==> src/design/encoder_delta_velocity_defines.svh <==
// Assertion macros shared by the encoder velocity block.
// Both macros expect a clock named clk and an active-low reset named rst_n in scope.
`ifndef ENCODER_DELTA_VELOCITY_DEFINES_SVH
`define ENCODER_DELTA_VELOCITY_DEFINES_SVH

`ifndef SYNTHESIS

`define EDV_ASSERT(lbl, expr, msg) \
  lbl: assert property (@(posedge clk) disable iff (!rst_n) expr) else $error(msg);

`define EDV_NEVER(lbl, expr, msg) \
  lbl: assert property (@(posedge clk) disable iff (!rst_n) !(expr)) else $error(msg);

`else

`define EDV_ASSERT(lbl, expr, msg)

`define EDV_NEVER(lbl, expr, msg)

`endif

`endif

==> src/design/edv_pkg.sv <==
package edv_pkg;

  localparam int unsigned NUM_WHEELS_DEF = 4;

  localparam int unsigned WHEEL_W    = 2;
  localparam int unsigned PPR_W      = 16;
  localparam int unsigned CNT_W      = 32;
  localparam int unsigned TIME_W     = 32;
  localparam int unsigned DELTA_W    = 33;
  localparam int unsigned DISP_W     = 48;
  localparam int unsigned VEL_W      = 32;
  localparam int unsigned CFG_DATA_W = 32;
  localparam int unsigned CFG_IDX_W  = 1;

  localparam logic [CFG_IDX_W-1:0] CFG_PPR    = 1'd0;
  localparam logic [CFG_IDX_W-1:0] CFG_RELOAD = 1'd1;

  localparam logic [PPR_W-1:0] PPR_RESET    = 16'd1550;
  localparam logic [CNT_W-1:0] RELOAD_RESET = 32'd65535;

  // 2*pi scaled by 2^29 and rounded.
  localparam logic [31:0] TWO_PI_Q29 = 32'd3373259426;

  localparam logic [DISP_W-1:0] DISP_MAX = 48'h7FFF_FFFF_FFFF;
  localparam logic [DISP_W-1:0] DISP_MIN = 48'h8000_0000_0000;
  localparam logic [VEL_W-1:0]  VEL_MAX  = 32'h7FFF_FFFF;
  localparam logic [VEL_W-1:0]  VEL_MIN  = 32'h8000_0000;

  // Digit-serial multiplier: 32-bit operand consumed a few bits per cycle.
  localparam int unsigned MUL_OP_W    = 32;
  localparam int unsigned MUL_PROD_W  = 64;
  localparam int unsigned MUL_DIGIT_W = 4;
  localparam int unsigned MUL_STEPS   = MUL_OP_W / MUL_DIGIT_W;
  localparam int unsigned MUL_CNT_W   = $clog2(MUL_STEPS + 1);

  // Bit-serial restoring divider.
  localparam int unsigned DIV_REM_W = 32;
  localparam int unsigned DIV_DVD_W = 64;
  localparam int unsigned DIV_CNT_W = 7;
  localparam int unsigned STEP_W    = 51;
  localparam logic [DIV_CNT_W-1:0] DIV_ANGLE_STEPS = 7'd51;
  localparam logic [DIV_CNT_W-1:0] DIV_VEL_STEPS   = 7'd32;

  localparam int unsigned SCL_W = 62;

  typedef struct packed {
    logic                 start;
    logic [DIV_CNT_W-1:0] steps;
  } div_req_t;

  typedef enum logic [3:0] {
    S_IDLE,
    S_DIFF,
    S_DELTA,
    S_MAG,
    S_MUL,
    S_ROUND,
    S_DIV_ANGLE,
    S_DISP,
    S_SCALE24,
    S_SCALE1000,
    S_ADD_HALF,
    S_VEL_CHK,
    S_DIV_VEL,
    S_FINISH
  } edv_state_t;

endpackage

==> src/design/edv_in_if.sv <==
interface edv_in_if import edv_pkg::*; ();
  logic               valid;
  logic               ready;
  logic               mode;
  logic [WHEEL_W-1:0] wheel;
  logic [CNT_W-1:0]   counter_value;
  logic               counting_down;
  logic [TIME_W-1:0]  now_ms;

  modport source (
    output valid, mode, wheel, counter_value, counting_down, now_ms,
    input  ready
  );

  modport sink (
    input  valid, mode, wheel, counter_value, counting_down, now_ms,
    output ready
  );
endinterface

==> src/design/edv_out_if.sv <==
interface edv_out_if import edv_pkg::*; ();
  logic                      valid;
  logic                      ready;
  logic [WHEEL_W-1:0]        wheel_out;
  logic                      updated;
  logic signed [DELTA_W-1:0] pulse_delta;
  logic signed [DISP_W-1:0]  displacement;
  logic signed [VEL_W-1:0]   velocity;

  modport source (
    output valid, wheel_out, updated, pulse_delta, displacement, velocity,
    input  ready
  );

  modport sink (
    input  valid, wheel_out, updated, pulse_delta, displacement, velocity,
    output ready
  );
endinterface

==> src/design/edv_serial_mult.sv <==
module edv_serial_mult import edv_pkg::*; (
  input  logic                  clk,
  input  logic                  rst_n,
  input  logic                  start,
  input  logic [MUL_OP_W-1:0]   operand,
  output logic                  busy,
  output logic [MUL_PROD_W-1:0] product
);

  localparam int unsigned PART_W = MUL_OP_W + MUL_DIGIT_W;

  logic [MUL_OP_W-1:0]  a_r, a_nxt;
  logic [MUL_OP_W-1:0]  hi_r, hi_nxt;
  logic [MUL_OP_W-1:0]  lo_r, lo_nxt;
  logic [MUL_CNT_W-1:0] cnt_r, cnt_nxt;
  logic                 busy_r, busy_nxt;
  logic [PART_W-1:0]    partial;

  // The constant is multiplied by one digit of the operand per cycle. The
  // low digit of each partial sum retires into lo_r, so after the last digit
  // {hi_r, lo_r} is the full product.
  always_comb begin
    partial = {{MUL_DIGIT_W{1'b0}}, hi_r}
            + PART_W'(TWO_PI_Q29) * PART_W'(a_r[MUL_DIGIT_W-1:0]);
    a_nxt    = a_r;
    hi_nxt   = hi_r;
    lo_nxt   = lo_r;
    cnt_nxt  = cnt_r;
    busy_nxt = busy_r;
    if (start) begin
      a_nxt    = operand;
      hi_nxt   = '0;
      lo_nxt   = '0;
      cnt_nxt  = MUL_CNT_W'(MUL_STEPS);
      busy_nxt = 1'b1;
    end else if (busy_r) begin
      a_nxt    = a_r >> MUL_DIGIT_W;
      hi_nxt   = partial[PART_W-1:MUL_DIGIT_W];
      lo_nxt   = {partial[MUL_DIGIT_W-1:0], lo_r[MUL_OP_W-1:MUL_DIGIT_W]};
      cnt_nxt  = cnt_r - 1'b1;
      busy_nxt = (cnt_r != MUL_CNT_W'(1));
    end
  end

  always_ff @(posedge clk) begin
    if (!rst_n) begin
      busy_r <= 1'b0;
      cnt_r  <= '0;
    end else begin
      busy_r <= busy_nxt;
      cnt_r  <= cnt_nxt;
    end
  end

  always_ff @(posedge clk) begin
    a_r  <= a_nxt;
    hi_r <= hi_nxt;
    lo_r <= lo_nxt;
  end

  assign busy    = busy_r;
  assign product = {hi_r, lo_r};

endmodule

==> src/design/edv_serial_div.sv <==
`include "encoder_delta_velocity_defines.svh"

module edv_serial_div import edv_pkg::*; (
  input  logic                 clk,
  input  logic                 rst_n,
  input  div_req_t             req,
  input  logic [DIV_REM_W-1:0] rem_init,
  input  logic [DIV_DVD_W-1:0] dividend,
  input  logic [DIV_REM_W-1:0] divisor,
  output logic                 busy,
  output logic [DIV_DVD_W-1:0] quotient
);

  logic [DIV_REM_W-1:0] rem_r, rem_nxt;
  logic [DIV_REM_W-1:0] div_r, div_nxt;
  logic [DIV_DVD_W-1:0] sh_r, sh_nxt;
  logic [DIV_CNT_W-1:0] cnt_r, cnt_nxt;
  logic                 busy_r, busy_nxt;
  logic [DIV_REM_W:0]   trial;
  logic [DIV_REM_W:0]   diff;
  logic                 ge;

  // Restoring division, one quotient bit per cycle. Dividend bits leave the
  // top of sh_r while quotient bits enter at the bottom.
  always_comb begin
    trial    = {rem_r, sh_r[DIV_DVD_W-1]};
    diff     = trial - {1'b0, div_r};
    ge       = (trial >= {1'b0, div_r});
    rem_nxt  = rem_r;
    div_nxt  = div_r;
    sh_nxt   = sh_r;
    cnt_nxt  = cnt_r;
    busy_nxt = busy_r;
    if (req.start) begin
      rem_nxt  = rem_init;
      div_nxt  = divisor;
      sh_nxt   = dividend;
      cnt_nxt  = req.steps;
      busy_nxt = 1'b1;
    end else if (busy_r) begin
      rem_nxt  = ge ? diff[DIV_REM_W-1:0] : trial[DIV_REM_W-1:0];
      sh_nxt   = {sh_r[DIV_DVD_W-2:0], ge};
      cnt_nxt  = cnt_r - 1'b1;
      busy_nxt = (cnt_r != DIV_CNT_W'(1));
    end
  end

  always_ff @(posedge clk) begin
    if (!rst_n) begin
      busy_r <= 1'b0;
      cnt_r  <= '0;
    end else begin
      busy_r <= busy_nxt;
      cnt_r  <= cnt_nxt;
    end
  end

  always_ff @(posedge clk) begin
    rem_r <= rem_nxt;
    div_r <= div_nxt;
    sh_r  <= sh_nxt;
  end

  assign busy     = busy_r;
  assign quotient = sh_r;

  `EDV_ASSERT(a_div_rem_below, busy_r |-> (rem_r < div_r), "divider remainder reached divisor")

endmodule

==> src/design/encoder_delta_velocity.sv <==
// Encoder velocity tracker for up to NUM_WHEELS wheels.
// Input channel in_ch carries one word per sample: mode (0 update, 1 clear),
// wheel index, timer counter snapshot, direction flag and a ms timestamp.
// Result channel out_ch returns exactly one word per input word: the wheel,
// an updated flag, the signed pulse delta, the saturated Q32.16 displacement
// and the saturated Q16.16 velocity of that wheel.
// Configuration is written through cfg_we/cfg_index/cfg_data: index 0 is
// pulses per revolution, index 1 the timer auto-reload value. The user must
// write it only while idle; the block itself does not enforce this.
// An update word passes the 4-bit digit-serial multiplier, then the shared
// bit-serial divider for the angle step and again for the velocity, which is
// skipped when the velocity saturates. Clear words and unknown wheels go from
// S_DIFF straight to S_FINISH, skipped updates by way of S_DELTA.
// One word is in flight at a time; in_ch.ready is high only while idle, so
// the next word can be taken as soon as the result is registered.
// The result sits in an output register, so a new word is taken while it
// waits; a finished word then holds in its last step until out_ch.ready.
// Reset (synchronous, rst_n low) zeroes all wheel state and restores the
// configuration defaults; no clearing pass is needed afterwards.
`include "encoder_delta_velocity_defines.svh"

module encoder_delta_velocity import edv_pkg::*; #(
  parameter int unsigned NUM_WHEELS = NUM_WHEELS_DEF
) (
  input  logic                  clk,
  input  logic                  rst_n,
  edv_in_if.sink                in_ch,
  edv_out_if.source             out_ch,
  input  logic                  cfg_we,
  input  logic [CFG_IDX_W-1:0]  cfg_index,
  input  logic [CFG_DATA_W-1:0] cfg_data
);

  localparam int unsigned WIDX_W = (NUM_WHEELS > 1) ? $clog2(NUM_WHEELS) : 1;
  localparam logic [4:0]  NW_LIMIT = 5'(NUM_WHEELS);

  edv_state_t state_r, state_nxt;

  logic [PPR_W-1:0] ppr_r;
  logic [CNT_W-1:0] reload_r;

  logic [CNT_W-1:0]  last_cnt_r  [NUM_WHEELS];
  logic [TIME_W-1:0] last_time_r [NUM_WHEELS];
  logic [DISP_W-1:0] accum_r     [NUM_WHEELS];
  logic [VEL_W-1:0]  speed_r     [NUM_WHEELS];

  logic               mode_r, mode_nxt;
  logic [WHEEL_W-1:0] wheel_r, wheel_nxt;
  logic [CNT_W-1:0]   cv_r, cv_nxt;
  logic               down_r, down_nxt;
  logic [TIME_W-1:0]  now_r, now_nxt;
  logic [CNT_W-1:0]   ad_r, ad_nxt;
  logic               gt_r, gt_nxt;
  logic               eq_r, eq_nxt;
  logic [TIME_W-1:0]  dur_r, dur_nxt;
  logic               upd_r, upd_nxt;
  logic [DELTA_W-1:0] delta_r, delta_nxt;
  logic [STEP_W-1:0]  mag_r, mag_nxt;
  logic [DISP_W-1:0]  disp_r, disp_nxt;
  logic [SCL_W-1:0]   scl_r, scl_nxt;
  logic [VEL_W-1:0]   vel_r, vel_nxt;

  logic               out_valid_r, out_valid_nxt;
  logic [WHEEL_W-1:0] out_wheel_r, out_wheel_nxt;
  logic               out_upd_r, out_upd_nxt;
  logic [DELTA_W-1:0] out_delta_r, out_delta_nxt;
  logic [DISP_W-1:0]  out_disp_r, out_disp_nxt;
  logic [VEL_W-1:0]   out_vel_r, out_vel_nxt;

  logic [WIDX_W-1:0]  widx;
  logic               wvalid;
  logic [CNT_W-1:0]   rd_cnt;
  logic [TIME_W-1:0]  rd_time;
  logic [DISP_W-1:0]  rd_acc;
  logic [VEL_W-1:0]   rd_spd;
  logic [PPR_W-1:0]   ppr_eff;
  logic               neg;
  logic [DELTA_W-1:0] delta_neg;
  logic [MUL_OP_W-1:0] mag32;
  logic [MUL_PROD_W-1:0] rsum;
  logic [STEP_W:0]    step;
  logic [DISP_W+4:0]  dsum;
  logic               vsat;
  logic [VEL_W-1:0]   vq;
  logic [VEL_W-1:0]   vmag;
  logic [VEL_W-1:0]   vel_fin;
  logic               load;
  logic               st_we;
  logic               st_clr;

  logic                  mul_start;
  logic                  mul_busy;
  logic [MUL_PROD_W-1:0] mul_prod;
  div_req_t              div_req;
  logic [DIV_REM_W-1:0]  div_rem_init;
  logic [DIV_DVD_W-1:0]  div_dividend;
  logic [DIV_REM_W-1:0]  div_divisor;
  logic                  div_busy;
  logic [DIV_DVD_W-1:0]  div_quot;

  edv_serial_mult u_mult (
    .clk     (clk),
    .rst_n   (rst_n),
    .start   (mul_start),
    .operand (mag32),
    .busy    (mul_busy),
    .product (mul_prod)
  );

  edv_serial_div u_div (
    .clk      (clk),
    .rst_n    (rst_n),
    .req      (div_req),
    .rem_init (div_rem_init),
    .dividend (div_dividend),
    .divisor  (div_divisor),
    .busy     (div_busy),
    .quotient (div_quot)
  );

  assign widx    = WIDX_W'(wheel_r);
  assign wvalid  = ({3'b000, wheel_r} < NW_LIMIT);
  assign rd_cnt  = last_cnt_r[widx];
  assign rd_time = last_time_r[widx];
  assign rd_acc  = accum_r[widx];
  assign rd_spd  = speed_r[widx];
  assign ppr_eff = (ppr_r == '0) ? PPR_W'(1) : ppr_r;

  always_comb begin
    neg       = delta_r[DELTA_W-1];
    delta_neg = -delta_r;
    mag32     = neg ? delta_neg[MUL_OP_W-1:0] : delta_r[MUL_OP_W-1:0];
    // Rounding offset is half the divisor ppr * 2^13; the 2^13 is a shift.
    rsum      = mul_prod + {36'd0, ppr_eff, 12'd0};
    step      = neg ? -{1'b0, mag_r} : {1'b0, mag_r};
    dsum      = {{5{rd_acc[DISP_W-1]}}, rd_acc} + {step[STEP_W], step};
    // The velocity quotient needs more than 32 bits when the dividend's
    // upper half already reaches the duration.
    vsat      = ({2'b00, scl_r[SCL_W-1:32]} >= dur_r);
    vq        = div_quot[VEL_W-1:0];
    vmag      = (vq > VEL_MIN) ? VEL_MIN : vq;
    if (neg) begin
      vel_fin = -vmag;
    end else begin
      vel_fin = vmag[VEL_W-1] ? VEL_MAX : vmag;
    end
    load = !out_valid_r || out_ch.ready;
  end

  always_comb begin
    state_nxt     = state_r;
    mode_nxt      = mode_r;
    wheel_nxt     = wheel_r;
    cv_nxt        = cv_r;
    down_nxt      = down_r;
    now_nxt       = now_r;
    ad_nxt        = ad_r;
    gt_nxt        = gt_r;
    eq_nxt        = eq_r;
    dur_nxt       = dur_r;
    upd_nxt       = upd_r;
    delta_nxt     = delta_r;
    mag_nxt       = mag_r;
    disp_nxt      = disp_r;
    scl_nxt       = scl_r;
    vel_nxt       = vel_r;
    out_valid_nxt = out_valid_r && !out_ch.ready;
    out_wheel_nxt = out_wheel_r;
    out_upd_nxt   = out_upd_r;
    out_delta_nxt = out_delta_r;
    out_disp_nxt  = out_disp_r;
    out_vel_nxt   = out_vel_r;
    st_we         = 1'b0;
    st_clr        = 1'b0;
    mul_start     = 1'b0;
    div_req.start = 1'b0;
    div_req.steps = DIV_VEL_STEPS;
    div_rem_init  = {2'b00, scl_r[SCL_W-1:32]};
    div_dividend  = {scl_r[31:0], 32'd0};
    div_divisor   = dur_r;

    unique case (state_r)
      S_IDLE: begin
        if (in_ch.valid) begin
          mode_nxt  = in_ch.mode;
          wheel_nxt = in_ch.wheel;
          cv_nxt    = in_ch.counter_value;
          down_nxt  = in_ch.counting_down;
          now_nxt   = in_ch.now_ms;
          upd_nxt   = 1'b0;
          delta_nxt = '0;
          state_nxt = S_DIFF;
        end
      end
      S_DIFF: begin
        if (!wvalid || mode_r) begin
          state_nxt = S_FINISH;
        end else begin
          gt_nxt    = (cv_r > rd_cnt);
          eq_nxt    = (cv_r == rd_cnt);
          ad_nxt    = (cv_r > rd_cnt) ? (cv_r - rd_cnt) : (rd_cnt - cv_r);
          dur_nxt   = now_r - rd_time;
          state_nxt = S_DELTA;
        end
      end
      S_DELTA: begin
        if (dur_r[TIME_W-1:1] == '0) begin
          // Too soon after the last update: the wheel keeps its state.
          state_nxt = S_FINISH;
        end else begin
          upd_nxt = 1'b1;
          if (eq_r) begin
            delta_nxt = '0;
          end else if (gt_r) begin
            delta_nxt = down_r ? ({1'b0, ad_r} - {1'b0, reload_r}) : {1'b0, ad_r};
          end else begin
            delta_nxt = down_r ? -{1'b0, ad_r} : ({1'b0, reload_r} - {1'b0, ad_r});
          end
          state_nxt = S_MAG;
        end
      end
      S_MAG: begin
        mul_start = 1'b1;
        state_nxt = S_MUL;
      end
      S_MUL: begin
        if (!mul_busy) begin
          state_nxt = S_ROUND;
        end
      end
      S_ROUND: begin
        div_req.start = 1'b1;
        div_req.steps = DIV_ANGLE_STEPS;
        div_rem_init  = '0;
        div_dividend  = {rsum[MUL_PROD_W-1:13], 13'd0};
        div_divisor   = {16'd0, ppr_eff};
        state_nxt     = S_DIV_ANGLE;
      end
      S_DIV_ANGLE: begin
        if (!div_busy) begin
          mag_nxt   = div_quot[STEP_W-1:0];
          state_nxt = S_DISP;
        end
      end
      S_DISP: begin
        if ((&dsum[DISP_W+4:DISP_W-1]) || (~|dsum[DISP_W+4:DISP_W-1])) begin
          disp_nxt = dsum[DISP_W-1:0];
        end else begin
          disp_nxt = dsum[DISP_W+4] ? DISP_MIN : DISP_MAX;
        end
        state_nxt = S_SCALE24;
      end
      S_SCALE24: begin
        scl_nxt   = SCL_W'({mag_r, 4'd0}) + SCL_W'({mag_r, 3'd0});
        state_nxt = S_SCALE1000;
      end
      S_SCALE1000: begin
        // 1000 = 1024 - 24
        scl_nxt   = SCL_W'({mag_r, 10'd0}) - scl_r;
        state_nxt = S_ADD_HALF;
      end
      S_ADD_HALF: begin
        scl_nxt   = scl_r + {31'd0, dur_r[TIME_W-1:1]};
        state_nxt = S_VEL_CHK;
      end
      S_VEL_CHK: begin
        if (vsat) begin
          vel_nxt   = neg ? VEL_MIN : VEL_MAX;
          state_nxt = S_FINISH;
        end else begin
          div_req.start = 1'b1;
          state_nxt     = S_DIV_VEL;
        end
      end
      S_DIV_VEL: begin
        if (!div_busy) begin
          vel_nxt   = vel_fin;
          state_nxt = S_FINISH;
        end
      end
      S_FINISH: begin
        if (load) begin
          out_valid_nxt = 1'b1;
          out_wheel_nxt = wheel_r;
          out_upd_nxt   = 1'b0;
          out_delta_nxt = '0;
          out_disp_nxt  = '0;
          out_vel_nxt   = '0;
          if (wvalid) begin
            if (mode_r) begin
              st_clr = 1'b1;
            end else if (upd_r) begin
              st_we         = 1'b1;
              out_upd_nxt   = 1'b1;
              out_delta_nxt = delta_r;
              out_disp_nxt  = disp_r;
              out_vel_nxt   = vel_r;
            end else begin
              out_disp_nxt = rd_acc;
              out_vel_nxt  = rd_spd;
            end
          end
          state_nxt = S_IDLE;
        end
      end
      default: begin
        state_nxt = S_IDLE;
      end
    endcase
  end

  always_ff @(posedge clk) begin
    if (!rst_n) begin
      state_r     <= S_IDLE;
      out_valid_r <= 1'b0;
    end else begin
      state_r     <= state_nxt;
      out_valid_r <= out_valid_nxt;
    end
  end

  always_ff @(posedge clk) begin
    mode_r      <= mode_nxt;
    wheel_r     <= wheel_nxt;
    cv_r        <= cv_nxt;
    down_r      <= down_nxt;
    now_r       <= now_nxt;
    ad_r        <= ad_nxt;
    gt_r        <= gt_nxt;
    eq_r        <= eq_nxt;
    dur_r       <= dur_nxt;
    upd_r       <= upd_nxt;
    delta_r     <= delta_nxt;
    mag_r       <= mag_nxt;
    disp_r      <= disp_nxt;
    scl_r       <= scl_nxt;
    vel_r       <= vel_nxt;
    out_wheel_r <= out_wheel_nxt;
    out_upd_r   <= out_upd_nxt;
    out_delta_r <= out_delta_nxt;
    out_disp_r  <= out_disp_nxt;
    out_vel_r   <= out_vel_nxt;
  end

  // A clear keeps the wheel's last update time.
  always_ff @(posedge clk) begin
    if (!rst_n) begin
      for (int i = 0; i < NUM_WHEELS; i++) begin
        last_cnt_r[i]  <= '0;
        last_time_r[i] <= '0;
        accum_r[i]     <= '0;
        speed_r[i]     <= '0;
      end
    end else if (st_clr) begin
      last_cnt_r[widx] <= '0;
      accum_r[widx]    <= '0;
      speed_r[widx]    <= '0;
    end else if (st_we) begin
      last_cnt_r[widx]  <= cv_r;
      last_time_r[widx] <= now_r;
      accum_r[widx]     <= disp_r;
      speed_r[widx]     <= vel_r;
    end
  end

  always_ff @(posedge clk) begin
    if (!rst_n) begin
      ppr_r    <= PPR_RESET;
      reload_r <= RELOAD_RESET;
    end else if (cfg_we) begin
      unique case (cfg_index)
        CFG_PPR:    ppr_r    <= cfg_data[PPR_W-1:0];
        CFG_RELOAD: reload_r <= cfg_data[CNT_W-1:0];
        default:    ppr_r    <= ppr_r;
      endcase
    end
  end

  assign in_ch.ready         = (state_r == S_IDLE);
  assign out_ch.valid        = out_valid_r;
  assign out_ch.wheel_out    = out_wheel_r;
  assign out_ch.updated      = out_upd_r;
  assign out_ch.pulse_delta  = out_delta_r;
  assign out_ch.displacement = out_disp_r;
  assign out_ch.velocity     = out_vel_r;

  `EDV_ASSERT(a_skip_no_delta, (out_valid_r && !out_upd_r) |-> (out_delta_r == '0), "skipped word carries a pulse delta")
  `EDV_NEVER(a_units_overlap, mul_busy && div_busy, "multiplier and divider busy together")
  `EDV_ASSERT(a_vel_sign, (out_valid_r && out_upd_r && (out_vel_r != '0)) |-> (out_vel_r[VEL_W-1] == out_delta_r[DELTA_W-1]), "velocity sign differs from pulse delta sign")

endmodule

==> src/flat_wrapper.sv <==
// flat-port wrapper written by rule: the top's interface ports become plain ports
module encoder_delta_velocity_flat import edv_pkg::*;
#(
  parameter int unsigned NUM_WHEELS = NUM_WHEELS_DEF
)
  (clk, rst_n, cfg_we, cfg_index, cfg_data, in_ch_valid, in_ch_mode, in_ch_wheel, in_ch_counter_value, in_ch_counting_down, in_ch_now_ms, in_ch_ready, out_ch_valid, out_ch_wheel_out, out_ch_updated, out_ch_pulse_delta, out_ch_displacement, out_ch_velocity, out_ch_ready);
  edv_in_if in_ch_i ();
  edv_out_if out_ch_i ();
  input  logic clk;
  input  logic rst_n;
  input  logic cfg_we;
  input  logic [CFG_IDX_W-1:0] cfg_index;
  input  logic [CFG_DATA_W-1:0] cfg_data;
  input wire logic [$bits(in_ch_i.valid)-1:0] in_ch_valid;
  input wire logic [$bits(in_ch_i.mode)-1:0] in_ch_mode;
  input wire logic [$bits(in_ch_i.wheel)-1:0] in_ch_wheel;
  input wire logic [$bits(in_ch_i.counter_value)-1:0] in_ch_counter_value;
  input wire logic [$bits(in_ch_i.counting_down)-1:0] in_ch_counting_down;
  input wire logic [$bits(in_ch_i.now_ms)-1:0] in_ch_now_ms;
  output wire logic [$bits(in_ch_i.ready)-1:0] in_ch_ready;
  output wire logic [$bits(out_ch_i.valid)-1:0] out_ch_valid;
  output wire logic [$bits(out_ch_i.wheel_out)-1:0] out_ch_wheel_out;
  output wire logic [$bits(out_ch_i.updated)-1:0] out_ch_updated;
  output wire logic [$bits(out_ch_i.pulse_delta)-1:0] out_ch_pulse_delta;
  output wire logic [$bits(out_ch_i.displacement)-1:0] out_ch_displacement;
  output wire logic [$bits(out_ch_i.velocity)-1:0] out_ch_velocity;
  input wire logic [$bits(out_ch_i.ready)-1:0] out_ch_ready;
  assign in_ch_i.valid = in_ch_valid;
  assign in_ch_i.mode = in_ch_mode;
  assign in_ch_i.wheel = in_ch_wheel;
  assign in_ch_i.counter_value = in_ch_counter_value;
  assign in_ch_i.counting_down = in_ch_counting_down;
  assign in_ch_i.now_ms = in_ch_now_ms;
  assign in_ch_ready = in_ch_i.ready;
  assign out_ch_valid = out_ch_i.valid;
  assign out_ch_wheel_out = out_ch_i.wheel_out;
  assign out_ch_updated = out_ch_i.updated;
  assign out_ch_pulse_delta = out_ch_i.pulse_delta;
  assign out_ch_displacement = out_ch_i.displacement;
  assign out_ch_velocity = out_ch_i.velocity;
  assign out_ch_i.ready = out_ch_ready;
  encoder_delta_velocity #(.NUM_WHEELS(NUM_WHEELS)) u_core (.clk(clk), .rst_n(rst_n), .in_ch(in_ch_i), .out_ch(out_ch_i), .cfg_we(cfg_we), .cfg_index(cfg_index), .cfg_data(cfg_data));
endmodule
==> config.mk <==
export PLATFORM = sky130hd
export DESIGN_NAME = encoder_delta_velocity_flat
export DESIGN_NICKNAME = d
export VERILOG_FILES = /design/src/design/edv_pkg.sv /design/src/design/edv_in_if.sv /design/src/design/edv_out_if.sv /design/src/design/edv_serial_mult.sv /design/src/design/edv_serial_div.sv /design/src/design/encoder_delta_velocity.sv /design/src/flat_wrapper.sv
export VERILOG_INCLUDE_DIRS = /design/src /design/src/design
export SDC_FILE = /design/constraint.sdc
export NUM_CORES = 2
export LEC_CHECK = 0
export BUFFER_PORTS_ARGS = -buffer_cell sky130_fd_sc_hd__buf_4
export CELL_PAD_IN_SITES_DETAIL_PLACEMENT = 1
export CELL_PAD_IN_SITES_GLOBAL_PLACEMENT = 1
export CORE_UTILIZATION = 35
export DETAILED_ROUTE_END_ITERATION = 12
export GPL_ROUTABILITY_DRIVEN = 0
export PLACE_DENSITY_LB_ADDON = 0.12
export SLEW_MARGIN = 20
export SYNTH_ARGS = -nofsm -noshare
export SYNTH_HDL_FRONTEND = slang
export SYNTH_SLANG_ARGS = --single-unit
==> constraint.sdc <==
create_clock -name clk -period 20.9 [get_ports clk]
set_clock_uncertainty 0.15 [all_clocks]
set_input_delay 3.135 -clock clk [delete_from_list [all_inputs] [get_ports clk]]
set_output_delay 3.135 -clock clk [all_outputs]
set_load 0.01 [all_outputs]
==> qor.txt <==
status: complete, no violations
worst setup slack after placement: 12.47 ns
largest voltage drop on the vdd net: 0.0872 mV
nature of the critical path startpoint: flip-flop
TritonCTS buffer count: 162
GRT overflow: 0
unrepaired setup endpoints after global routing: false
nets: 8,788
maximum fanout along the worst path: 40
maximum number of pins on one net before global-route repair: 94
Iter 0 DRT Violations: 4,669
count of max-cap constraint violations: 0
share of post-route cells with drive strength above 1: 0.100
buffer type at the clock tree root: clkbuf_16
top cells by instance count after synthesis: edfxtp_1, nor2_1, nand2_1, inv_1, ha_1
final worst-path cycle share: 0.395
endpoint kind of the worst setup timing path: flip-flop
Worst Hold Launch: u_core.reload_r[20]$_SDFFE_PN0P_
Core Region: 234,000 µm²
worst slew margin relative to its limit: 0.260
clock tree from TritonCTS: done
DR vias: 62,500
Post-CTS Setup Bufs: 0
predominant post-synthesis flop cell: edfxtp_1
via density per instance: 5.49
most repeated cell in the gate-level netlist after synthesis: edfxtp_1
Die Height: 488 µm
Max Buffers Root-to-Sink: 3
Hold-fix buffers, CTS: 0
area of the die: 238,000 µm²
Total Power: 0.0119 W
Least-Margin Pin Slew: 1.11 ns
fill cell count: 25,700
length of the first detailed-routing pass in iterations: 5
total half-perimeter wirelength after legalization and detailed placement: 208,000 µm
count of yosys warnings during synthesis: 0
Synth Instances: 8,017
number of remaining DRC errors: 0
cells resized by post-CTS repair: 0
path type of the worst min-delay path: flip-flop to flip-flop
EDFF count, synth: 1,213
Yosys top cell area share: 0.441
register clock-pin slew on the reported worst setup and hold paths: 0.06 ns
drt total wl: 283,000 µm
Antenna Nets Post-Route: 0
DP Cell Count: 11,100
GRT Resource Usage Total: 0.234
antenna violations before repair: 14
width of the die: 488 µm
asr flop ratio synth: 0
leakage power: 36.6 nW
minimum setup slack in the final design: 12.64 ns
critical path data arrival time: 8.66 ns
starting utilization of the core area: 0.354
Finish-stage setup viols: 0
CP Data Required Time: 21.30 ns
average cell area after synthesis: 10.3 µm²
cell area after synthesis: 82,600 µm²
number of max-slew violations in the final report: 0
setup TNS after final layout: 0 ns
upper clock frequency limit: 121 MHz
minimum clock period after layout: 8.26 ns
wire length of the first global-routing pass: 421,000 µm
average wire per standard cell: 24.8 µm
register bit total from synthesis: 1,333
count of placed standard cells in the final layout, fillers left out: 11,400
worst-skew pair later-pin latency: 0.85 ns
Row Count: 177
CTS sink cnt: 1,333
Synth area leaders: edfxtp_1, ha_1, nor2_1, mux4_2, xnor2_1
number of distinct library cell variants in the gate-level netlist after synthesis: 98
cell taking the most area after synthesis: edfxtp_1
count of boundary I/O pins: 224
category of the critical setup timing path: flip-flop to flip-flop
H-Tree Level Count: 4
layout-stage area growth over the synthesis result: 12.3%
number of port buffers: 223
nets in the synthesized netlist: 8,683
cell area power density: 128 nW/µm²
part of the Yosys area used for sequential elements: 0.470
number of global-route vias before repair: 64,500
Hold Violations, Final: 0
## flip-flops by register name, summed over array words and instances (netlist names), 48 cells and up, named ones only
signal and cells:
u_core.accum_r 192, u_core.disp_r 48, u_core.last_cnt_r 128, u_core.last_time_r 128, u_core.mag_r 51, u_core.out_ch.displacement 48, u_core.scl_r 62, u_core.speed_r 128
u_core.u_div.quotient 64
## logic make-up (layout without fill, tap and decap cells)
logic type                 after synthesis  after routing  share of synthesized area
AOI/OAI and AO/OA                     1903           1903                      0.146
and+or+nand+nor                       2436           2436                      0.136
buffers and inverters                  936           1171                     0.0437
DFF                                   1333           1333                      0.470
muxes                                  335            335                     0.0627
other                                    0              6                          0
xor gates and xnor gates               514            514                     0.0546
adders and majority gates              560            560                     0.0866
## worst max-delay path: stages, from the launching register on
cell and delay, ns:
dfxtp_4 0.85, buf_4 0.72, buf_4 0.81, buf_4 0.57, mux4_2 0.61, ha_1 0.34
a211oi_1 0.32, o211ai_1 0.27, a21oi_1 0.37, a21oi_2 0.14, o21ai_1 0.37, o21ai_0 0.30
a2111o_1 0.45, a21oi_1 0.18, nand4b_1 0.16, nand2b_2 0.50, buf_4 0.48, o21ai_0 0.18
## stage by stage
step | cell area (µm²) | hold WS [ns] | utilization
global route | 92800 | 0.341 | 0.397
global placement | 87600 | 0.302 | 0.375
finish | 92800 | 0.314 | 0.397
CTS | 92700 | 0.317 | 0.397
floorplan | 82600 | 0.272 | -
detailed placement | 87600 | 0.308 | 0.375
## path summary, 6_finish.rpt
path	end	slack (ns)	depth (start not counted)
max	u_core.disp_r[13]$_DFFE_PP_	12.64	17
min	u_core.reload_r[20]$_SDFFE_PN0P_	0.31	2
min reg2reg	u_core.reload_r[20]$_SDFFE_PN0P_	0.31	2
max reg2reg	u_core.disp_r[13]$_DFFE_PP_	12.64	17
## cells in the final DEF (no fill, tap or decap), types with 23 or more instances in the layout
cell type	netlist	routed
nand2b_1	80	79
a31oi_1	56	55
nor2_1	881	874
a21oi_1	516	515
and3_1	124	123
a211oi_1	52	52
xor2_1	197	197
and2_1	133	133
clkinv_2	0	27
o31ai_1	42	40
ha_1	540	540
nor2b_1	65	62
nor3_1	103	102
a21o_1	200	200
nor4_1	35	33
mux2i_1	171	171
a22oi_1	46	46
o21ai_0	461	457
clkbuf_1	283	26
nand2_1	680	673
or3_1	32	30
nand3_1	123	123
a21boi_0	40	40
inv_1	576	574
edfxtp_1	1213	1213
nand4_1	76	76
o21bai_1	60	59
xnor2_1	316	316
o21ai_2	32	32
mux4_2	144	144
or4_1	23	23
o22ai_1	55	55
dfxtp_1	120	117
buf_4	5	295
o211ai_1	49	49
clkbuf_16	0	162
o21a_1	79	79
clkinv_1	3	39
## power by group
group	switching (W)	leakage [nW]	internal, W
clock	0.00122	2.47	0.00152
sequential	0.000432	12.8	0.00343
combinational	0.00327	21.3	0.00199
## cell type report
cell class | count | area (µm²) | share of cell area
multi-input combinational | 5748 | 40400 | 0.436
sequential | 1333 | 38800 | 0.419
clock buffer | 194 | 4230 | 0.0456
tap | 3132 | 3920 | 0.0422
timing repair buffer | 298 | 2280 | 0.0246
inverter | 579 | 2170 | 0.0234
clock inverter | 100 | 877 | 0.00946
antenna | 6 | 15.0 | 0.000162
## metal layers
layer	up-vias	global-route usage	routed length [µm]
met4	4	0.0576	6200
met1	31600	0.319	130000
met3	316	0.0246	10100
li1	29300	-	-
met2	1217	0.397	136000
met5	-	0	27
(Power assumes the default switching activity.)
